File: src/rtl/assert_macros.svh
// ----------------------------------------------------------------------------
// Assertion macros
// Shared concurrent assertion forms, clocked on clk_i and held off in reset.
// ----------------------------------------------------------------------------
`ifndef ASSERT_MACROS_SVH
`define ASSERT_MACROS_SVH

// Property that must hold at every clock edge outside reset.
`define XSW_ASSERT(lbl, prop, msg) \
  lbl: assert property (@(posedge clk_i) disable iff (!rst_ni) prop) else $error(msg);

// Condition that must never be true outside reset.
`define XSW_ASSERT_NEVER(lbl, expr, msg) \
  `XSW_ASSERT(lbl, !(expr), msg)

`endif

File: src/rtl/xsw_fifo.sv
// ----------------------------------------------------------------------------
// xsw_fifo
// Small first-in first-out queue with full and empty flags.
// ----------------------------------------------------------------------------
module xsw_fifo #(
  parameter type item_t = logic,
  parameter int unsigned Depth = 2
) (
  input  logic  clk_i,
  input  logic  rst_ni,
  input  logic  push_i,
  input  item_t item_i,
  output logic  full_o,
  input  logic  pop_i,
  output item_t item_o,
  output logic  empty_o
);

  localparam int unsigned Aw = $clog2(Depth);
  localparam int unsigned Cw = $clog2(Depth + 1);

  item_t          mem_q [Depth];
  logic  [Aw-1:0] wr_q;
  logic  [Aw-1:0] rd_q;
  logic  [Cw-1:0] cnt_q;
  logic           do_push;
  logic           do_pop;

  assign full_o  = (cnt_q == Cw'(Depth));
  assign empty_o = (cnt_q == '0);
  assign do_push = push_i && !full_o;
  assign do_pop  = pop_i && !empty_o;
  assign item_o  = mem_q[rd_q];

  always_ff @(posedge clk_i) begin
    if (do_push) begin
      mem_q[wr_q] <= item_i;
    end
  end

  always_ff @(posedge clk_i or negedge rst_ni) begin
    if (!rst_ni) begin
      wr_q  <= '0;
      rd_q  <= '0;
      cnt_q <= '0;
    end else begin
      if (do_push) begin
        wr_q <= (wr_q == Aw'(Depth - 1)) ? '0 : wr_q + Aw'(1);
      end
      if (do_pop) begin
        rd_q <= (rd_q == Aw'(Depth - 1)) ? '0 : rd_q + Aw'(1);
      end
      if (do_push && !do_pop) begin
        cnt_q <= cnt_q + Cw'(1);
      end else if (do_pop && !do_push) begin
        cnt_q <= cnt_q - Cw'(1);
      end
    end
  end

endmodule

File: config.mk
export PLATFORM = sky130hd
export DESIGN_NAME = xsw_fifo
export DESIGN_NICKNAME = d
export VERILOG_FILES = /design/src/rtl/assert_macros.svh /design/src/rtl/xsw_fifo.sv
export SDC_FILE = /design/constraint.sdc
export NUM_CORES = 1
export LEC_CHECK = 0
export ABC_AREA = 1
export BUFFER_PORTS_ARGS = -buffer_cell sky130_fd_sc_hd__buf_2
export CAP_MARGIN = 10
export CORE_AREA = 2 2 39 41
export DETAILED_ROUTE_END_ITERATION = 12
export DIE_AREA = 0 0 41 43
export PLACE_DENSITY = 0.37
export SYNTH_ARGS = -nofsm -noshare
export SYNTH_HDL_FRONTEND = slang
export SYNTH_SLANG_ARGS = --single-unit
export TNS_END_PERCENT = 5
File: constraint.sdc
create_clock -name clk_i -period 2 [get_ports clk_i]
set_clock_uncertainty 0.1 [all_clocks]
set_input_delay 0.4 -clock clk_i [delete_from_list [all_inputs] [get_ports clk_i]]
set_output_delay 0.4 -clock clk_i [all_outputs]
set_load 0.01 [all_outputs]
==> After elaboration in Yosys (flattened, before gate mapping) <==
Memories as Yosys holds them, arrays and structs flattened.
Cells that the tools add are included.
W data, S select, Z words.
{ "word_totals": {"ff_bits": 4, "latch_bits": 0, "mem_bits_rw": 2, "romBits": 0, "in_bits": 5, "out_inout_bits": 3, "elab_cells": 25, "n_memories": 1} }
{ "op_classes": {"add_sub_neg": 4, "mul": 0, "div_mod_pow": 0, "order_cmp": 0, "n_eq_ne": 1, "n_shift": 0, "muxes": 6, "n_bitwise": 0, "n_reduce_logical": 10} }
{ "mem_list": {"columns": ["name", "words", "word_bits", "read_ports", "rd_ports_with_merged_regs", "write_ports", "line_no", "source"], "rows": [
  ["mem_q", 2, 1, 1, 0, 1, "xsw_fifo.sv:22", "item_t mem_q [Depth];"]
]} }
{ "ops": {"columns": ["op", "n"], "rows": [
  ["$logic_and A1 B1 Y1", 4],
  ["$logic_not A1 Y1", 4],
  ["$mux W1", 4],
  ["$mux W2", 2],
  ["$add A1 B1 Y1 const B", 2],
  ["$add A2 B1 Y2 const B", 1],
  ["$eq A2 B2 Y1 const B", 1],
  ["$logic_not A2 Y1", 1],
  ["$reduce_bool A2 Y1", 1],
  ["$sub A2 B1 Y2 const B", 1]
]} }

==> Depth between registers and ports, before layout <==
Gate-level depths: netlist of the first run.
{ "depth": {"word_depth": 7, "depth_mapped": 9, "depth_no_buf": 9} }

==> Least setup slack after synthesis of the first run <==
No wires, ideal clock.
{ "synth_timing": {"path_type": "register to register", "from": "reg cnt_q[0]", "to": "reg cnt_q[1]", "setup_time_ns": 0.117, "arrival_time_ns": 1.194, "t_required_ns": 1.783, "setup_slack_ns": 0.589, "stages_incl_launch_ff": 8, "n_path_buf": 0, "period_less_slack_ns": 1.411, "cell_sequence": "dfrtp_1 -> nor2_2 -> nor2_2 -> ha_1 -> inv_1 -> nand3_1 -> nand2_1 -> nand2_1"} }
{ "synth_via": {"elab_chain_len": 6, "word_cells_on_any_way": 15} }
{ "synth_lines": {"columns": ["element", "line_no", "source"], "rows": [
  ["start, declared", "xsw_fifo.sv:25", "logic [Cw-1:0] cnt_q;"],
  ["start signal, assigned", "xsw_fifo.sv:54", "cnt_q <= cnt_q + Cw'(1);"],
  ["start signal, assigned", "xsw_fifo.sv:56", "cnt_q <= cnt_q - Cw'(1);"],
  ["$eq A2 B2 Y1 (*)", "xsw_fifo.sv:29", "assign full_o = (cnt_q == Cw'(Depth));"],
  ["via full_o", "xsw_fifo.sv:13", "output logic full_o,"],
  ["$logic_not A1 Y1 (*)", "xsw_fifo.sv:31", "assign do_push = push_i && !full_o;"],
  ["$logic_and A1 B1 Y1 (*)", "xsw_fifo.sv:31", null],
  ["$logic_not A1 Y1", "xsw_fifo.sv:55", "end else if (do_pop && !do_push) begin"],
  ["$logic_and A1 B1 Y1", "xsw_fifo.sv:55", null],
  ["$reduce_bool A2 Y1 (no line)", null, null]
]} }
The timed path passes the listed nets; every way through them passes the cells marked *. The select of a mux whose other input is x is not followed.
A chain may end at the register's enable or synchronous reset.

==> Worst setup path after layout of the first run <==
{ "layout_timing": {"from": "reg cnt_q[0]", "to": "out full_o"} }
{ "layout_via": {"elab_chain_len": 1} }
{ "layout_lines": {"columns": ["element", "line_no"], "rows": [
  ["$eq A2 B2 Y1", "xsw_fifo.sv:29"],
  ["end, declared", "xsw_fifo.sv:13"]
]} }
Every way passes these cells.

==> flow_summary.toml, run 1 <==
[outcome]
outcome = "finished clean"

[grt]
antenna_found_initial = 0
grt_max_degree = 8
grt_pass1_wl_microns = 959
grt_pass1_vias = 236
grtUsageTotal_pct = 8.59
grt_overflow = 0

[sta]
holdWs_ns = 0.252
setup_viol = 0
rsz0062_at_grt = "no"
setup-tns-final_ns = 0
drv_slew = 0
post-route-min-period_ns = 1.50
slew_headroom_pct = 83.4
hold_violations = 0
fmax_mhz = 666
tightest_slew_ns = 0.246
fin_crit_sh_pct = 75.1
fin_ws_ns = 0.498

[min_path]
hold_path.class = "in2reg"
min_from = "item_i"

[clock_network]
cts_htree_levels = 1
numCtsBuffers = 3
clk_pin_slew_ns = 0.05
cts_max_path_buffers = 2
cts_num_sinks = 6
postCtsSetupBuffers = 0
clock-root-buffer = "clkbuf_4"
clkLatencyLatePin_ns = 0.24
cts_tree = "built"

[logic_synthesis]
postSynthCellCount = 37
yosysTopAreaCellShare_pct = 32.8
yosysTopAreaCell = "dfrtp_1"
yosysSeqAreaShare_pct = 52.5
ys_ff_latch = 6
synth_cell_types = 12
ys_warn_count = 0
yosys-top-cells-area = "dfrtp_1 (33%), edfxtp_1 (20%), nand2_1 (15%)"
syn_area_sq_um = 305
synth_nets = 43
avgSynthCellArea_sq_um = 8.25

[die]
core_area_sq_um = 1380
die_y_microns = 43
dieWidth_microns = 41
ios = 8
dieArea_sq_um = 1760
rows = 14
start_util_pct = 22.1

[setup_path]
critPathMaxFanout = 7
startpoint_type = "flip-flop"
cp.required_ns = 1.50
cp-end-kind = "output pin"
r2r_end = "cnt_q[1]"
r2r_start = "cnt_q[0]"
reg2reg_depth = 6
cp.arrival_ns = 1.00
setup.worst_path.start = "cnt_q[0]"
critPathKind = "reg2out"
endpoint = "full_o"
rrSetupSlack_ns = 0.52

[final_layout]
n_fill_cell = 147
seq_area_sq_um = 160
multiInputGateArea_sq_um = 115
fin_area_sq_um = 393
syn_to_final_growth_pct = 28.7
n_antenna_cell = 0
fin_nets = 56
drive_gt1_share_pct = 25.0

[power]
vdd_drop_max_v = 0.000369
p_leak_nw = 0.215
pwr_density_cell_nw_per_um2 = 1460

[placement]
port-buffer-count = 7
dp_hpwl_microns = 446
place_area_sq_um = 360
pre_cts_ws_ns = 0.507
gp_congestion = 0.700

[routing]
first_iter_violations = 1
wl_per_cell_microns = 8.48
ant_nets = 0
routed_wl_microns = 543
num_vias = 260
drt-vias-per-instance = 4.06
dr.pass1.iters = 2
drc = 0

[job]
cap_violations = 0
cell usage after synthesis:
cell type / count
nand3b_1: 1
xnor2_1: 1
dfrtp_1: 4
nor2_2: 2
o21ai_0: 2
nor2_1: 2
nand4_1: 1
nand2_1: 12
edfxtp_1: 2
inv_1: 8
nand3_1: 1
ha_1: 1
power breakdown:
part / internal, W / switching (W) / leakage (nW) / total, W
Clock: 0.0000675 / 0.0000382 / 0.0138 / 0.000106
Combinational: 0.000102 / 0.000138 / 0.135 / 0.000240
Sequential: 0.000182 / 0.0000448 / 0.0665 / 0.000227
final cells by class:
| type | count | area share, % |
|---|---|---|
| inverter | 8 | 7.64 |
| multi-input combinational | 23 | 29.3 |
| timing repair buffer | 8 | 11.5 |
| sequential | 6 | 40.8 |
| tap | 16 | 5.10 |
| clock buffer | 3 | 5.73 |
cells by family after synthesis:
family	count (synthesis)	share of synthesized area (%)
AND/OR/NAND/NOR	19	27.5
buffers and inverters	8	9.84
XOR/XNOR	1	2.87
AO/OA/AOI/OAI	2	3.28
adder cells (fa/ha/maj)	1	4.10
flip-flops	6	52.5
cell usage in the layout (no fill, tap or decap):
cell type,Yosys,final
buf_2,0,7
clkbuf_4,0,3
dfrtp_1,4,4
dlygate4sd3_1,0,1
edfxtp_1,2,2
ha_1,1,1
inv_1,8,8
nand2_1,12,12
nand3_1,1,1
nand3b_1,1,1
nand4_1,1,1
nor2_1,2,2
nor2_2,2,2
o21ai_0,2,2
xnor2_1,1,1
worst max-delay path, cell delays in order (launching register included):
cell,delay [ns]
dfrtp_1,0.45
nor2_2,0.17
buf_2,0.15
registers in the layout (all words and copies together) (netlist names):
name	flops
wr_q	1
mem_q	2
cnt_q	2
rd_q	1
per-layer routing:
metal  track usage [%]  up-vias  wire [microns]
li1                  -      138               -
met1              11.8      113             266
met2              10.6        7             227
met3              3.14        2              42
met4              6.00        0               6
met5                 0        -               0
through the flow:
stage	utilization, %	cells	power, W
global route	28.4	64	0.000647
detailed placement	26.0	60	0.000470
global placement	26.0	60	0.000460
finish	28.4	64	0.000572
floorplan	-	37	0.000398
CTS	28.4	64	0.000584
worst min path at each step:
stage / to / slack [ns] / depth (start not counted)
2_1_floorplan: cnt_q[0] / 0.004 / 0
3_3_place_gp: rd_q / 0.11 / 1
3_5_place_dp: cnt_q[1] / 0.12 / 1
4_1_cts: mem_q[1] / 0.24 / 1
5_1_grt: mem_q[1] / 0.25 / 1
6_report: mem_q[1] / 0.25 / 1
repair_timing:
item                      in CTS  in global routing
resized for setup              0                  0
hold buffers                   1                  0
hold endpoints to repair       4                  0
No activity file was read; power rests on OpenSTA's default activity.
==> run 2: changes to the inputs <==
==> constraint.sdc (replaced) <==
create_clock -name clk_i -period 1.4 [get_ports clk_i]
set_clock_uncertainty 0.1 [all_clocks]
set_input_delay 0.28 -clock clk_i [delete_from_list [all_inputs] [get_ports clk_i]]
set_output_delay 0.28 -clock clk_i [all_outputs]
set_load 0.01 [all_outputs]
==> flow_summary.toml, run 2 (synthesized netlist as in run 1, its figures left out) <==
[final_layout]
n_fill_cell = 151
drive_gt1_share_pct = 42.6
fin_nets = 61
final_cell_mix = "nand2_1 (12), inv_1 (6), buf_2 (6)"
multiInputGateArea_sq_um = 146
n_antenna_cell = 0
layout_commonest_cell = "nand2_1"
fin_area_sq_um = 475
seq_area_sq_um = 161
syn_to_final_growth_pct = 55.7
reg_top3 = "cnt_q: 2 flops, mem_q: 2 flops"

[sta]
post-route-min-period_ns = 1.36
fin_crit_sh_pct = 97.0
fmax_mhz = 736
rsz0062_at_grt = "yes"
tightest_slew_ns = 0.242
hold_violations = 0
slew_headroom_pct = 83.7
holdWs_ns = 0.135
drv_slew = 0
setup_viol = 0

[die]
die_y_microns = 43
rows = 14
core_area_sq_um = 1380
dieWidth_microns = 41
dieArea_sq_um = 1760
start_util_pct = 22.1
ios = 8

[clock_network]
cts_htree_levels = 1
numCtsBuffers = 3
cts_num_sinks = 6
clk_pin_slew_ns = 0.05
cts_tree = "built"
clock-root-buffer = "clkbuf_4"
clkLatencyLatePin_ns = 0.23
cts_max_path_buffers = 2

[grt]
grt_overflow = 0
antenna_found_initial = 0
grt_pass1_wl_microns = 966
grt_max_degree = 5
grtUsageTotal_pct = 8.42
grt_pass1_vias = 266

[setup_path]
startpoint_type = "flip-flop"
critPathKind = "reg2reg"
critPathMaxFanout = 4
cp.arrival_ns = 1.38
cp.required_ns = 1.42
cp-end-kind = "flip-flop"

[power]
vdd_drop_max_v = 0.000670
p_leak_nw = 0.244
swShare_pct = 38.3
p_int_w = 0.000641
clkPwrFrac_pct = 15.7
power.share.combinational_pct = 52.5
pwr_density_cell_nw_per_um2 = 2190
power.net_switching_w = 0.000398
pwr-share-seq_pct = 31.8

[min_path]
hold_path.class = "in2reg"

[placement]
place_area_sq_um = 395
dp_hpwl_microns = 475
gp_congestion = 0.750
port-buffer-count = 7

[routing]
route.met3.wl_microns = 36
first_iter_violations = 7
drt-vias-per-instance = 4.00
routed_wl_microns = 665
drc = 0
ant_nets = 0
dr.pass1.iters = 4
num_vias = 280
top_layer = "met4"
wl_per_cell_microns = 9.50
wl_met2_microns = 347
wl_met1_microns = 266

[outcome]
outcome = "finished clean"

[job]
cap_violations = 0
## run 2: cell types whose count changed in the layout (fill, tap and decap cells not counted), moves of 2 or more
cell	previous run	this run
inv_1	8	6
nor2_2	2	0
nor2_4	0	2
buf_4	0	5
## run 2: per-stage QoR
stage	util, %	setup WS [ns]	total power, W	std cells	TNS (ns)
floorplan	-	0.0147	0.000584	37	0
global placement	28.6	-0.0524	0.000742	64	-0.0524
detailed placement	28.6	-0.0691	0.000755	64	-0.0691
CTS	31.2	0.00107	0.000929	69	0
global route	34.4	-0.0474	0.00114	70	-0.0479
finish	34.4	0.0415	0.00104	70	0
## run 2: routing by layer
metal / GRT usage, % / vias up
met5: 0 / -
met4: 8.00 / 0
met3: 1.57 / 2
met2: 11.9 / 8
met1: 9.97 / 124
li1: - / 146
## run 2: critical path, cell delays in order (launching register included)
cell	delay (ns)
dfrtp_1	0.42
inv_2	0.10
nor2_4	0.05
nor2_4	0.14
ha_4	0.22
inv_4	0.05
nand3_2	0.07
nand2_1	0.06
nand2_1	0.05
## run 2: repair_timing
action,in CTS,in global routing
buffers inserted,0,1
pin swaps,0,2
hold buffers,1,0
endpoints found under the hold margin,4,0
gates resized for setup,1,9
endpoints found under the setup margin,1,1
## run 2: power by group through the flow
stage                     clock network (W)  logic, W  registers [W]
after detailed placement                  0  0.000437       0.000319
final                              0.000163  0.000546       0.000330
after CTS                          0.000170  0.000442       0.000318
after floorplan                           0  0.000267       0.000317
after global placement                    0  0.000427       0.000315
after global routing               0.000183  0.000618       0.000339
## run 2: layout make-up
cell class / count / share of cell area, %
sequential: 6 / 33.9
multi-input combinational: 23 / 30.8
timing repair buffer: 13 / 18.7
inverter: 8 / 6.84
clock buffer: 4 / 5.53
tap: 16 / 4.21
## run 2: worst paths after layout
kind | slack (ns) | from | endpoint | cells past startpoint
max | 0.04 | cnt_q[1] | cnt_q[1] | 8
min | 0.13 | item_i | mem_q[1] | 1
max reg2reg | 0.04 | cnt_q[1] | cnt_q[1] | 8
min reg2reg | 0.39 | wr_q | wr_q | 2
max in group asynchronous | 0.79 | rst_ni | cnt_q[0] | 2
min in group asynchronous | 0.28 | rst_ni | rd_q | 2
==> run 3: changes to the inputs <==
--- a/config.mk
+++ b/config.mk
@@ -12,6 +12,7 @@
 export DETAILED_ROUTE_END_ITERATION = 12
 export DIE_AREA = 0 0 41 43
 export PLACE_DENSITY = 0.37
+export SLEW_MARGIN = 20
 export SYNTH_ARGS = -nofsm -noshare
 export SYNTH_HDL_FRONTEND = slang
 export SYNTH_SLANG_ARGS = --single-unit
==> constraint.sdc (replaced) <==
create_clock -name clk_i -period 1.4 [get_ports clk_i]
set_clock_uncertainty 0.1 [all_clocks]
set_input_delay 0.14 -clock clk_i [delete_from_list [all_inputs] [get_ports clk_i]]
set_output_delay 0.14 -clock clk_i [all_outputs]
set_load 0.01 [all_outputs]
==> flow_summary.toml, run 3 (synthesized netlist as in run 1, its figures left out) <==
[sta]
holdWs_ns = 0.0847
rsz0062_at_grt = "yes"
hold_violations = 0
tightest_slew_ns = 0.239
drv_slew = 0
fmax_mhz = 736
fin_crit_sh_pct = 97.1
setup_viol = 0
slew_headroom_pct = 83.9
post-route-min-period_ns = 1.36

[final_layout]
fin_nets = 63
syn_to_final_growth_pct = 60.2
reg_top3 = "cnt_q: 2 flops, mem_q: 2 flops"
final_cell_count_no_fill = 72
layout_commonest_cell = "nand2_1"
n_antenna_cell = 0
final_cell_mix = "nand2_1 (11), buf_2 (7), inv_1 (6), buf_4 (6)"
n_fill_cell = 149
drive_gt1_share_pct = 44.6

[setup_path]
cp.required_ns = 1.42
path_buf_inv = 2
cp-end-kind = "flip-flop"
max_stage_delay_ns = 0.41
crit_path_cell_trace = "inv_2 -> nor2_4 -> nor2_4 -> ha_4 -> inv_4 -> nand3_2 -> nand2_1 -> nand2_1"
critPathTopFamily = "flip-flops"
cp.arrival_ns = 1.38
critPathMaxFanout = 4
critPathKind = "reg2reg"
cp_slowest_cell = "dfrtp_1"
startpoint_type = "flip-flop"

[die]
dieWidth_microns = 41
core_area_sq_um = 1380
die_y_microns = 43
start_util_pct = 22.1
rows = 14
dieArea_sq_um = 1760
ios = 8

[routing]
wl_per_cell_microns = 9.43
first_iter_violations = 2
drt-vias-per-instance = 4.04
ant_nets = 0
routed_wl_microns = 679
dr.pass1.iters = 4
num_vias = 291
drc = 0

[clock_network]
cts_max_path_buffers = 2
clk_pin_slew_ns = 0.05
clkLatencyLatePin_ns = 0.23
numCtsBuffers = 3
cts_tree = "built"
cts_num_sinks = 6
cts_htree_levels = 1
clock-root-buffer = "clkbuf_4"

[grt]
antenna_found_initial = 0
grtUsageTotal_pct = 8.42
grt_overflow = 0
grt_pass1_wl_microns = 966
grt_pass1_vias = 271
grt_max_degree = 5

[power]
vdd_drop_max_v = 0.000586
pwr_density_cell_nw_per_um2 = 2140
total_power_w = 0.00105
p_leak_nw = 0.252

[placement]
dp.cells = 64
dp_hpwl_microns = 475
port-buffer-count = 7
gp_congestion = 0.750

[min_path]
hold_path.class = "in2reg"

[job]
cap_violations = 0

[outcome]
outcome = "finished clean"
## run 3: power breakdown
part | internal, W | switching, W
clock network | 0.000108 | 0.0000564
logic | 0.000276 | 0.000276
registers | 0.000263 | 0.0000672
total | 0.000647 | 0.000399
## run 3: layout make-up
cell class                      instances  area [sq um]  share of cell area (%)
Tap cell                               16          20.0                    4.09
Inverter                                8          32.5                    6.65
Clock buffer                            4          26.3                    5.37
Timing Repair Buffer                   15           100                    20.5
Sequential cell                         6           161                    33.0
Multi-Input combinational cell         23           149                    30.4
## run 3: tightest hold or removal path: stages
cell      delay (ns)
buf_2           0.10
nand3b_1        0.08
nand2_1         0.06
## run 3: path summary, 6_finish.rpt
check / from / to / slack (ns) / cells past startpoint
max: cnt_q[1] / cnt_q[1] / 0.04 / 8
min in group asynchronous: rst_ni / rd_q / 0.14 / 2
min: pop_i / rd_q / 0.08 / 3
max reg2reg: cnt_q[1] / cnt_q[1] / 0.04 / 8
max in group asynchronous: rst_ni / cnt_q[0] / 0.93 / 2
min reg2reg: wr_q / wr_q / 0.39 / 2
## run 3: through the flow
step | utilization, % | setup TNS [ns] | setup slack, ns | instance area, sq um
floorplan | - | 0 | 0.0147 | 310
global placement | 28.6 | -0.0524 | -0.0524 | 395
detailed placement | 28.6 | -0.0691 | -0.0691 | 395
CTS | 31.9 | 0 | 0.00107 | 442
global route | 35.4 | -0.0453 | -0.0453 | 489
finish | 35.4 | 0 | 0.0411 | 489
## run 3: metal layers
metal	GRT usage [%]	wire length, microns	vias up
met2	11.9	364	8
met3	1.57	36	2
li1	-	-	151
met5	0	0	-
met1	9.97	264	130
met4	8.00	14	0
## run 3: timing repair
item                       in CTS  in global routing
buffers inserted                0                  2
hold buffers                    2                  0
cloned                          0                  0
pin swaps                       0                  5
setup endpoints to repair       1                  1
hold endpoints to repair        6                  0
resized for setup               1                  9
