## config.mk

```make
export PLATFORM = sky130hd
export DESIGN_NAME = xsw_front
export DESIGN_NICKNAME = d
export VERILOG_FILES = /design/src/rtl/assert_macros.svh /design/src/rtl/xsw_pkg.sv /design/src/rtl/xsw_fifo.sv /design/src/rtl/xsw_front.sv
export SDC_FILE = /design/constraint.sdc
export NUM_CORES = 1
export LEC_CHECK = 0
export BUFFER_PORTS_ARGS = -buffer_cell sky130_fd_sc_hd__buf_2
export CORE_ASPECT_RATIO = 1.4
export CORE_MARGIN = 2
export CORE_UTILIZATION = 40
export DETAILED_ROUTE_END_ITERATION = 8
export MAX_ROUTING_LAYER = met4
export PLACE_DENSITY = 0.69
export SLEW_MARGIN = 40
export SYNTH_ARGS = -nofsm -noshare
export SYNTH_HDL_FRONTEND = slang
export SYNTH_HIERARCHICAL = 1
export SYNTH_SLANG_ARGS = --single-unit
```

## constraint.sdc

```tcl
create_clock -name clk_i -period 7.4 [get_ports clk_i]
set_clock_uncertainty 0.05 [all_clocks]
set_input_delay 0.37 -clock clk_i [delete_from_list [all_inputs] [get_ports clk_i]]
set_output_delay 0.37 -clock clk_i [all_outputs]
set_load 0.02 [all_outputs]
```

## src/rtl/assert_macros.svh

```systemverilog
// ----------------------------------------------------------------------------
// Assertion macros
// Shared concurrent assertion forms, clocked on clk_i and held off in reset.
// ----------------------------------------------------------------------------
`ifndef ASSERT_MACROS_SVH
`define ASSERT_MACROS_SVH

// Property that must hold at every clock edge outside reset.
`define XSW_ASSERT(lbl, prop, msg) \
  lbl: assert property (@(posedge clk_i) disable iff (!rst_ni) prop) else $error(msg);

// Condition that must never be true outside reset.
`define XSW_ASSERT_NEVER(lbl, expr, msg) \
  `XSW_ASSERT(lbl, !(expr), msg)

`endif

```

## src/rtl/xsw_pkg.sv

```systemverilog
// ----------------------------------------------------------------------------
// xsw_pkg
// Types and constants of the 128-bit xorshift1024* generator.
// ----------------------------------------------------------------------------
package xsw_pkg;

  localparam logic [63:0] MultLow = 64'h106689D45497FDB5;

  localparam int unsigned TableDepth = 16;
  localparam int unsigned TableAw = $clog2(TableDepth);

  localparam int unsigned MixShiftA = 31;
  localparam int unsigned MixShiftB = 11;
  localparam int unsigned MixShiftC = 30;

  localparam int unsigned SeedShiftA = 23;
  localparam int unsigned SeedShiftB = 17;
  localparam int unsigned SeedShiftC = 26;

  localparam int unsigned MulSteps = 4;
  localparam int unsigned MulCntW = $clog2(MulSteps + 1);

  localparam int unsigned JobQueueDepth = 2;
  localparam int unsigned ResQueueDepth = 2;

  typedef enum logic {
    CMD_DRAW = 1'b0,
    CMD_SEED = 1'b1
  } cmd_e;

  typedef enum logic [1:0] {
    JOB_DRAW,
    JOB_SEED,
    JOB_REJECT
  } job_e;

  typedef struct packed {
    job_e        kind;
    logic [63:0] seed_a;
    logic [63:0] seed_b;
  } job_t;

  typedef struct packed {
    logic [63:0] value_high;
    logic [63:0] value_low;
    logic        seed_rejected;
  } result_t;

endpackage

```

## src/rtl/xsw_fifo.sv

```systemverilog
// ----------------------------------------------------------------------------
// xsw_fifo
// Small first-in first-out queue with full and empty flags.
// ----------------------------------------------------------------------------
module xsw_fifo #(
  parameter type item_t = logic,
  parameter int unsigned Depth = 2
) (
  input  logic  clk_i,
  input  logic  rst_ni,
  input  logic  push_i,
  input  item_t item_i,
  output logic  full_o,
  input  logic  pop_i,
  output item_t item_o,
  output logic  empty_o
);

  localparam int unsigned Aw = $clog2(Depth);
  localparam int unsigned Cw = $clog2(Depth + 1);

  item_t          mem_q [Depth];
  logic  [Aw-1:0] wr_q;
  logic  [Aw-1:0] rd_q;
  logic  [Cw-1:0] cnt_q;
  logic           do_push;
  logic           do_pop;

  assign full_o  = (cnt_q == Cw'(Depth));
  assign empty_o = (cnt_q == '0);
  assign do_push = push_i && !full_o;
  assign do_pop  = pop_i && !empty_o;
  assign item_o  = mem_q[rd_q];

  always_ff @(posedge clk_i) begin
    if (do_push) begin
      mem_q[wr_q] <= item_i;
    end
  end

  always_ff @(posedge clk_i or negedge rst_ni) begin
    if (!rst_ni) begin
      wr_q  <= '0;
      rd_q  <= '0;
      cnt_q <= '0;
    end else begin
      if (do_push) begin
        wr_q <= (wr_q == Aw'(Depth - 1)) ? '0 : wr_q + Aw'(1);
      end
      if (do_pop) begin
        rd_q <= (rd_q == Aw'(Depth - 1)) ? '0 : rd_q + Aw'(1);
      end
      if (do_push && !do_pop) begin
        cnt_q <= cnt_q + Cw'(1);
      end else if (do_pop && !do_push) begin
        cnt_q <= cnt_q - Cw'(1);
      end
    end
  end

endmodule

```

## src/rtl/xsw_front.sv

```systemverilog
// ----------------------------------------------------------------------------
// xsw_front
// Accepts commands, sorts them into draw, seed and rejected seed jobs, and
// queues them for the execution side.
// ----------------------------------------------------------------------------
module xsw_front #(
  parameter int unsigned Depth = 2
) (
  input  logic          clk_i,
  input  logic          rst_ni,
  input  logic          push_i,
  input  logic          command_i,
  input  logic [63:0]   seed_first_i,
  input  logic [63:0]   seed_second_i,
  output logic          full_o,
  output logic          job_valid_o,
  input  logic          job_pop_i,
  output xsw_pkg::job_t job_o
);

  import xsw_pkg::*;

  job_t job_in;
  logic job_empty;

  always_comb begin
    job_in.seed_a = seed_first_i;
    job_in.seed_b = seed_second_i;
    if (command_i == CMD_SEED) begin
      job_in.kind = ((seed_first_i | seed_second_i) == '0) ? JOB_REJECT : JOB_SEED;
    end else begin
      job_in.kind = JOB_DRAW;
    end
  end

  xsw_fifo #(
    .item_t(job_t),
    .Depth (Depth)
  ) u_job_queue (
    .clk_i  (clk_i),
    .rst_ni (rst_ni),
    .push_i (push_i),
    .item_i (job_in),
    .full_o (full_o),
    .pop_i  (job_pop_i),
    .item_o (job_o),
    .empty_o(job_empty)
  );

  assign job_valid_o = !job_empty;

endmodule

```

-- Yosys cells after proc, flatten, opt, wreduce, memory -nomap -nowiden
Memories as Yosys holds them, arrays and structs flattened.
Cells that the tools add are included.
- flip-flop bits (word level): 4
- bits in latches: 0
- memory bits (writable): 260
- bits in read-only memories: 0
- input port bits: 133
- output and inout bits: 132
- logic and storage cells: 29
- memories kept: 1
- memory list (name ; depth ; width ; read ports ; clocked after memory_dff ; write ports ; line ; text):
    u_job_queue.mem_q ; 2 ; 130 ; 1 ; 0 ; 1 ; xsw_fifo.sv:22 ; item_t mem_q [Depth];
- $add $sub $neg: 4
- $mul: 0
- divide/modulo/power cells: 0
- $lt $le $gt $ge: 0
- equal/unequal tests: 1
- shifts and indexed selects: 0
- mux-type cells: 8
- bitwise operators: 1
- reduce and logical (&&, ||, !) cells: 11
- operators with widths (cell ; number):
    $logic_not 64->1 ; 1
    $or 64x64->64 ; 1
    $mux 2 ; 4
    $logic_and 1x1->1 ; 4
    $logic_not 1->1 ; 4
    $mux 1 ; 4
    $add 1x1->1 const B ; 2
    $add 2x1->2 const B ; 1
    $eq 2x2->1 const B ; 1
    $logic_not 2->1 ; 1
    $reduce_bool 2->1 ; 1
    $sub 2x1->2 const B ; 1

-- Longest topological paths before layout
Gate-level depths: netlist of the first run.
- depth in word-level cells: 7
- depth in mapped cells: 7
- gate-level depth less buffers: 7

-- Hierarchy
Netlist of the first run, hierarchy kept.
- modules (own cells, without submodules) (module ; times used ; cells an instance ; area each (sq um) ; sequential area each (sq um)):
    xsw_fifo ; 1 ; 424 ; 9953.3 ; 7907.6
    xsw_front ; 1 ; 45 ; 292.8 ; 0.0

-- Least setup slack after synthesis of the first run
No wires, ideal clock.
- path type: flip-flop to flip-flop
- start point: reg u_job_queue.cnt_q[0]
- end point: mem u_job_queue/mem_q[0][0] (netlist bit), enable pin
- setup time: 621 ps
- arrival time: 6046 ps
- data required time: 6729 ps
- path slack: 684 ps
- cell stages (with the launch flop): 4
- buffers on the path: 0
- clock period less this slack: 6716 ps
- path through: dfrtp_1 nand2b_1 nand2_1 nor2_1
- cells in the longest elaborated chain, start to end: 5
- ends and longest elaborated chain (item ; line ; text):
    start, declared ; xsw_fifo.sv:25 ; logic [Cw-1:0] cnt_q;
    start signal, assigned ; xsw_fifo.sv:54 ; cnt_q <= cnt_q + Cw'(1);
    start signal, assigned ; xsw_fifo.sv:56 ; cnt_q <= cnt_q - Cw'(1);
    $eq 2x2->1 ; xsw_fifo.sv:29 ; assign full_o = (cnt_q == Cw'(Depth));
    $logic_not 1->1 ; xsw_fifo.sv:31 ; assign do_push = push_i && !full_o;
    $logic_and 1x1->1 ; xsw_fifo.sv:31 ;
    $mux 1 ; xsw_fifo.sv:36 ; if (do_push) begin
    $mux 1 (implied by the code) ; xsw_fifo.sv:37 ; mem_q[wr_q] <= item_i;
    end, declared ; xsw_fifo.sv:22 ;
Every way passes these cells.

==> results.cfg, run 1 <==
[placed_design]
gp_congestion = 0.786
placed_area_mm2 = 0.0119
io_buffers = 264
hpwlAfterDp_mm = 14.6

[finish]
seqCellArea_mm2 = 0.00791
design_area_mm2 = 0.0136
nets = 971
areaGrowthSynthToFinish_pct = 32.4
nFillCells = 1999
multi_input_area_mm2 = 0.00219
final_layout_size_suffix_gt1_frac = 0.516
postLayoutCoreUtil = 0.536

[worst_hold_path]
min_path_cells = 1
hold_path.class = input pin to flip-flop

[clock_network]
cts.sinks = 264
clk_latency_ns = 0.51
cts_hold_buffers = 83
clockBufferDepth = 3
cts_resized = 0
cts_tree = built
cts_buffers = 26
root_buffer = clkbuf_16
post_cts_buffers = 0
cts_max_level = 1
clk_pin_slew_ns = 0.06

[global_routing]
antenna_found_initial = 1
grt_max_degree = 78
overflow = 0
grt_pass1_vias = 5965
grt_usage = 0.161
grt_pass1_wl_mm = 33.0

[routing]
drt_iter0_drc = 288
firstDrtPassIters = 4
vias = 5663
wire_per_inst_um = 18.7
routed_via_density = 4.82
drtAntennaViolNets = 0
routed_wl_mm = 22.0
drc = 0

[die]
start_util = 0.405
dieArea_mm2 = 0.0269
die_width_um = 139
ios = 265
rows = 69
coreArea_mm2 = 0.0253
die_y_um = 193

[synth]
synthTopCellsByArea = edfxtp_1, mux2_4, mux2_2, nor4_1, buf_6
netlist_area_mm2 = 0.0102
async_flop_share = 0.0152
synth_top_area_frac = 0.762
synth.distinct_cells = 20
yosysTopAreaCell = edfxtp_1
syn_inst = 469
yosys_most_used_dff = edfxtp_1
yosysWarningCount = 6
post-synth-top-count-cell = edfxtp_1
seq_area_frac_synth = 0.772
yosys_register_bits = 264
syn-num-nets = 603
synth-edff-count = 260
yosys-top-cells-count = edfxtp_1, mux2_4, mux2_2, nor4_1, buf_6
syn_avg_cell_area_um2 = 21.8

[sta]
grt_setup_unrepaired = false
final_hold_viol_count = 0
fin_crit_ns = 2.85
setup_tns_ns = 0
maxSlewHeadroom = 0.460
setup_viol = 0
maxSlewViolCount = 0
worst_pin_slew_ns = 0.810
fmax_mhz = 351
finalCritPeriodShare = 0.385

[critical_path]
cp_max_fo = 53
crit_slowest_cell = dfrtp_4
crit_chain = buf_6, mux2_2, buf_2
cp_slowest_stage_delay_ns = 0.68
critPathKind = flip-flop to output pin
cp_data_arrival_time_ns = 2.43
startpoint_type = flip-flop
ff2ff_path_depth = 3
cp-end-kind = output pin
cp.required_ns = 6.98

[power]
peakVddDrop_mv = 0.222
total_leakage_power_nw = 5.27
power.density_mw_per_mm2 = 387

[run]
drv_cap = 0

[run_status]
status = finished, final reports clean
[kinds of logic (layout without fill, tap and decap cells)]
kind of cell	count (synthesis)	in the layout	synth area share
XOR/XNOR	5	5	0.00427
flip-flops	264	264	0.772
AND/OR/NAND/NOR	49	49	0.0302
multiplexers	130	130	0.176
AO/OA/AOI/OAI	2	2	0.00122
buffers and inverters	18	403	0.0155
adder cells (fa/ha/maj)	1	1	0.00122
other	0	1	0
[through the flow]
| stage | cells | hold WS [ns] | worst slack, ns | total power [W] |
|---|---|---|---|---|
| after floorplan | 469 | 0.0244 | 0.684 | 0.00356 |
| final | 1174 | 0.0219 | 4.55 | 0.00525 |
| after CTS | 1171 | 0.000510 | 4.52 | 0.00532 |
| after detailed placement | 1043 | 0.131 | 4.86 | 0.00402 |
| after global placement | 1042 | 0.131 | 4.45 | 0.00399 |
| after global routing | 1174 | 0.000340 | 4.45 | 0.00549 |
[area by class of cell]
cell class	instances	share of cell area
Clock buffer	31	0.0509
Clock inverter	14	0.00867
Sequential cell	264	0.583
Multi-Input combinational cell	187	0.162
Timing Repair Buffer	355	0.165
Tap cell	319	0.0294
Inverter	3	0.000830
Antenna cell	1	0.000184
[cell usage in the layout, fill, tap and decap left out, drive strengths merged, types with 3 or more instances in the layout]
cell type | netlist | final
buf | 15 | 270
clkbuf | 0 | 31
clkinv | 0 | 12
dfrtp | 4 | 4
dlygate4sd3 | 0 | 85
edfxtp | 260 | 260
inv | 3 | 3
mux2 | 130 | 130
nand4 | 8 | 8
nor2 | 3 | 3
nor4 | 34 | 34
xnor2 | 3 | 3
[routing by layer]
layer	share of wire	global-route usage	vias to the layer above
li1	-	-	2643
met1	0.38	0.182	2761
met2	0.53	0.288	228
met3	0.070	0.0349	31
met4	0.022	0.0430	0
met5	0	-	-
[state kept, by name, indices dropped and copies added (netlist names)]
signal             count
u_job_queue/mem_q    260
u_job_queue/cnt_q      2
u_job_queue/rd_q       1
u_job_queue/wr_q       1
[power by group]
part | total (W) | leakage, nW | internal, W | switching (W)
sequential | 0.00216 | 2.46 | 0.00205 | 0.000113
combinational | 0.00184 | 2.41 | 0.000789 | 0.00105
clock | 0.00125 | 0.401 | 0.000730 | 0.000523
[critical path, delay by kind of cell (launching register included)]
| family | cells | cell delay [ns] |
|---|---|---|
| DFF | 1 | 0.68 |
| muxes | 1 | 0.42 |
| buffers and inverters | 2 | 0.71 |
[path summary, 6_finish.rpt]
path | from | end | slack [ns]
max | u_job_queue/rd_q | job_o[7] | 4.55
max reg2reg | u_job_queue/cnt_q[0] | u_job_queue/mem_q[1][83] | 4.87
min reg2reg | u_job_queue/cnt_q[1] | u_job_queue/cnt_q[1] | 0.47
max in group asynchronous | rst_ni | u_job_queue/rd_q | 7.02
min in group asynchronous | rst_ni | u_job_queue/cnt_q[0] | 0.15
min | seed_first_i[58] | u_job_queue/mem_q[0][122] | 0.02
(Power assumes the default switching activity.)
==> run 2, diff against run 1 <==
==> constraint.sdc (replaced) <==
create_clock -name clk_i -period 2.8 [get_ports clk_i]
set_clock_uncertainty 0.05 [all_clocks]
set_input_delay 0.14 -clock clk_i [delete_from_list [all_inputs] [get_ports clk_i]]
set_output_delay 0.14 -clock clk_i [all_outputs]
set_load 0.02 [all_outputs]
==> results.cfg, run 2 (synthesis gave the netlist of run 1 again) <==
[sta]
holdWs_ns = 0.310
setup_viol = 0
fin_crit_ns = 2.46
final_hold_viol_count = 0
finalCritPeriodShare = 0.878
setup_tns_ns = 0
grt_setup_unrepaired = false
worst_pin_slew_ns = 0.646
maxSlewHeadroom = 0.569
fmax_mhz = 407
maxSlewViolCount = 0

[routing]
wire_per_inst_um = 18.7
drtAntennaViolNets = 0
firstDrtPassIters = 4
routed_wl_mm = 23.0
drc = 0
drt_iter0_drc = 243
routed_via_density = 4.83
vias = 5940

[clock_network]
clockBufferDepth = 3
cts_tree = built
cts_buffers = 26
root_buffer = clkbuf_16
post_cts_buffers = 0
clk_latency_ns = 0.51
cts.sinks = 264
clk_pin_slew_ns = 0.06
cts_max_level = 1

[critical_path]
crit_slowest_cell = dfrtp_4
critPathKind = flip-flop to output pin
cp_slowest_stage_delay_ns = 0.85
cp.required_ns = 2.61
cp-end-kind = output pin
crit_chain = buf_4, mux2_2, buf_2
startpoint_type = flip-flop
cp_data_arrival_time_ns = 2.27
cp_max_fo = 30

[placed_design]
hpwlAfterDp_mm = 14.6
placed_area_mm2 = 0.0121
io_buffers = 264
gp_congestion = 0.750

[global_routing]
overflow = 0
grt_usage = 0.171
antenna_found_initial = 0
grt_max_degree = 82
grt_pass1_vias = 6455
grt_pass1_wl_mm = 35.1

[finish]
largest_reg_flops = 260
nets = 1027
final_cell_mix = buf_2, edfxtp_1, dlygate4sd3_1
design_area_mm2 = 0.0142
nFillCells = 1902
diodes = 0
largest-register = u_job_queue/mem_q
postLayoutCoreUtil = 0.560
top_regs = u_job_queue/mem_q (260), u_job_queue/cnt_q (2)
areaGrowthSynthToFinish_pct = 38.3
final_common_cell = buf_2
final_layout_size_suffix_gt1_frac = 0.495

[die]
start_util = 0.405
rows = 69
ios = 265
die_y_um = 193
dieArea_mm2 = 0.0269
die_width_um = 139
coreArea_mm2 = 0.0253

[power]
p_sw_w = 0.00454
seq_power_share = 0.409
p_comb_frac = 0.363
switching_share = 0.323
total_leakage_power_nw = 5.53
power.density_mw_per_mm2 = 993
p_int_w = 0.00953
peakVddDrop_mv = 0.680
pwr-share-clk = 0.228

[run_status]
status = finished, final reports clean

[worst_hold_path]
hold_path.class = input pin to flip-flop

[run]
drv_cap = 0
## run 2: changes by cell type in the layout (fill, tap and decap cells not counted), moves of 3 or more
cell	delta
dlygate4sd3_1	+48
buf_12	+7
buf_4	+4
buf_6	-3
## run 2: area by class of cell
class | instances | area [µm²] | area share
clock inverter | 13 | 91.3 | 0.00644
sequential | 264 | 7910 | 0.558
timing repair buffer | 411 | 2860 | 0.202
multi-input combinational | 187 | 2210 | 0.156
inverter | 3 | 11.3 | 0.000795
tap | 319 | 399 | 0.0282
clock buffer | 32 | 694 | 0.0490
## run 2: metrics by stage
step | worst slack, ns | cells | total power (W)
floorplan | -0.214 | 469 | 0.00931
global placement | 0.630 | 1051 | 0.0108
detailed placement | 0.568 | 1051 | 0.0108
CTS | 0.296 | 1229 | 0.0142
global route | 0.244 | 1229 | 0.0147
finish | 0.343 | 1229 | 0.0141
## run 2: power by group through the flow
stage	Combinational (W)	Sequential [W]	Clock, W
6_report	0.00511	0.00575	0.00321
5_1_grt	0.00541	0.00584	0.00345
4_1_cts	0.00517	0.00576	0.00331
3_5_place_dp	0.00501	0.00584	0
3_3_place_gp	0.00500	0.00578	0
2_1_floorplan	0.00362	0.00569	0
## run 2: worst max-delay path, delay by kind of cell, from the launching register on
family | cells | cell delay [ns]
DFF | 1 | 0.85
buffers and inverters | 2 | 0.53
muxes | 1 | 0.36
## run 2: final timing paths
kind                                       from                        to  slack (ns)  depth (start not counted)
max in group asynchronous                rst_ni          u_job_queue/rd_q        2.01                          3
min reg2reg                    u_job_queue/wr_q          u_job_queue/wr_q        0.50                          1
max reg2reg                u_job_queue/cnt_q[0]  u_job_queue/mem_q[1][67]        1.09                          3
min                           seed_second_i[44]  u_job_queue/mem_q[0][44]        0.31                          2
max                            u_job_queue/rd_q                job_o[100]        0.34                          3
min in group asynchronous                rst_ni          u_job_queue/wr_q        0.50                          3
## run 2: metal layers
layer | routed length [µm] | global-route usage | up-vias
met1 | 8570 | 0.191 | 2910
met2 | 12200 | 0.309 | 241
met3 | 1690 | 0.0369 | 35
met4 | 468 | 0.0415 | 0
li1 | - | - | 2754
met5 | 0 | - | -
## run 2: timing repair
action,4_1_cts,5_1_grt
gates resized for setup,0,0
endpoints found under the hold margin,266,0
hold buffers,133,0
==> run 3, diff against run 2 <==
--- a/config.mk
+++ b/config.mk
@@ -10,8 +10,7 @@
 export CORE_MARGIN = 2
 export CORE_UTILIZATION = 40
 export DETAILED_ROUTE_END_ITERATION = 8
-export MAX_ROUTING_LAYER = met4
-export PLACE_DENSITY = 0.69
+export PLACE_DENSITY = 0.61
 export SLEW_MARGIN = 40
 export SYNTH_ARGS = -nofsm -noshare
 export SYNTH_HDL_FRONTEND = slang
==> results.cfg, run 3 (synthesis gave the netlist of run 1 again) <==
[run_status]
status = finished, final reports clean

[power]
peakVddDrop_mv = 0.653
total_leakage_power_nw = 5.54
power.density_mw_per_mm2 = 1010
fin_total_pwr_w = 0.0143

[clock_network]
clk_pin_slew_ns = 0.06
cts_resized = 0
clockBufferDepth = 3
cts_max_level = 1
clk_latency_ns = 0.51
cts_hold_buffers = 133
cts.sinks = 264
root_buffer = clkbuf_16
cts_buffers = 26
post_cts_buffers = 0
cts_tree = built

[finish]
largest_reg_flops = 260
final_layout_size_suffix_gt1_frac = 0.494
postLayoutCoreUtil = 0.561
nets = 1021
areaGrowthSynthToFinish_pct = 38.6
largest-register = u_job_queue/mem_q
top_regs = u_job_queue/mem_q (260), u_job_queue/cnt_q (2)
final_common_cell = buf_2
final_cell_mix = buf_2, edfxtp_1, dlygate4sd3_1
diodes = 0
nFillCells = 1947

[global_routing]
overflow = 0
grt_pass1_wl_mm = 35.0
grt_max_degree = 72
grt_pass1_vias = 6450
grt_usage = 0.162
antenna_found_initial = 0

[routing]
routed_wl_mm = 22.6
routed_via_density = 4.80
drtAntennaViolNets = 0
firstDrtPassIters = 4
vias = 5880
drt_iter0_drc = 196
drc = 0
wire_per_inst_um = 18.4

[placed_design]
gp_congestion = 0.788
hpwlAfterDp_mm = 14.7
io_buffers = 264

[critical_path]
crit_chain = buf_12, mux2_2, buf_2
crit_slowest_cell = dfrtp_4
startpoint_type = flip-flop
cp-end-kind = output pin
cp_data_arrival_time_ns = 2.00
cp_max_fo = 64
cp_slowest_stage_delay_ns = 0.44
cp.required_ns = 2.61
critPathKind = flip-flop to output pin
path_delay_family = buffers and inverters
path_buf_inv = 2

[die]
start_util = 0.405
ios = 265
die_y_um = 193
dieArea_mm2 = 0.0269
coreArea_mm2 = 0.0253
die_width_um = 139
rows = 69

[sta]
fin_crit_ns = 2.19
worst_pin_slew_ns = 0.729
fmax_mhz = 457
maxSlewViolCount = 0
setup_viol = 0
finalCritPeriodShare = 0.781
grt_setup_unrepaired = false
maxSlewHeadroom = 0.513
final_hold_viol_count = 0

[run]
drv_cap = 0

[worst_hold_path]
hold_path.class = input pin to flip-flop
==> run 3: report_power, final <==
part / total [W] / internal (W) / switching, W
registers: 0.00563 / 0.00540 / 0.000235
clock network: 0.00352 / 0.00212 / 0.00140
logic: 0.00513 / 0.00222 / 0.00290
==> run 3: area by class of cell <==
cell class	count	area (µm²)	share of cell area
clock buffers	30	687	0.0484
multi-input cells	187	2210	0.155
inverters	3	11.3	0.000793
clock inverters	18	186	0.0131
well taps	319	399	0.0281
repair buffers	405	2800	0.197
flip-flops and latches	264	7910	0.557
==> run 3: worst register-to-register path, stage by stage (launching register included) <==
cell and delay [ns]:
dfrtp_1 0.43, nand2b_4 0.18, nand2_4 0.07, nor2_4 0.58, buf_12 0.34
==> run 3: path summary, 6_finish.rpt <==
check	end	slack [ns]	start	cells past startpoint
min in group asynchronous	u_job_queue/wr_q	0.47	rst_ni	3
min	u_job_queue/mem_q[1][106]	0.32	seed_first_i[42]	2
max reg2reg	u_job_queue/mem_q[0][22]	0.80	u_job_queue/cnt_q[0]	4
max in group asynchronous	u_job_queue/rd_q	2.02	rst_ni	3
max	job_o[0]	0.61	u_job_queue/rd_q	3
min reg2reg	u_job_queue/wr_q	0.51	u_job_queue/wr_q	1
==> run 3: layer usage <==
metal,routed length (µm),track usage
met5,0,0
met4,321,0.0329
met3,1360,0.0334
met2,12400,0.312
met1,8530,0.185
==> run 3: stage by stage <==
step                      setup slack [ns]  setup TNS (ns)  std cells  cell area, µm²  hold slack (ns)
final                                0.612               0       1226           14200            0.316
after global routing                 0.547               0       1226           14200            0.299
after CTS                            0.599               0       1226           14200            0.278
after detailed placement             0.778               0       1045           12000          -0.0961
after global placement               0.868               0       1045           12000          -0.0997
after floorplan                     -0.214          -27.84        469           10300           -0.206
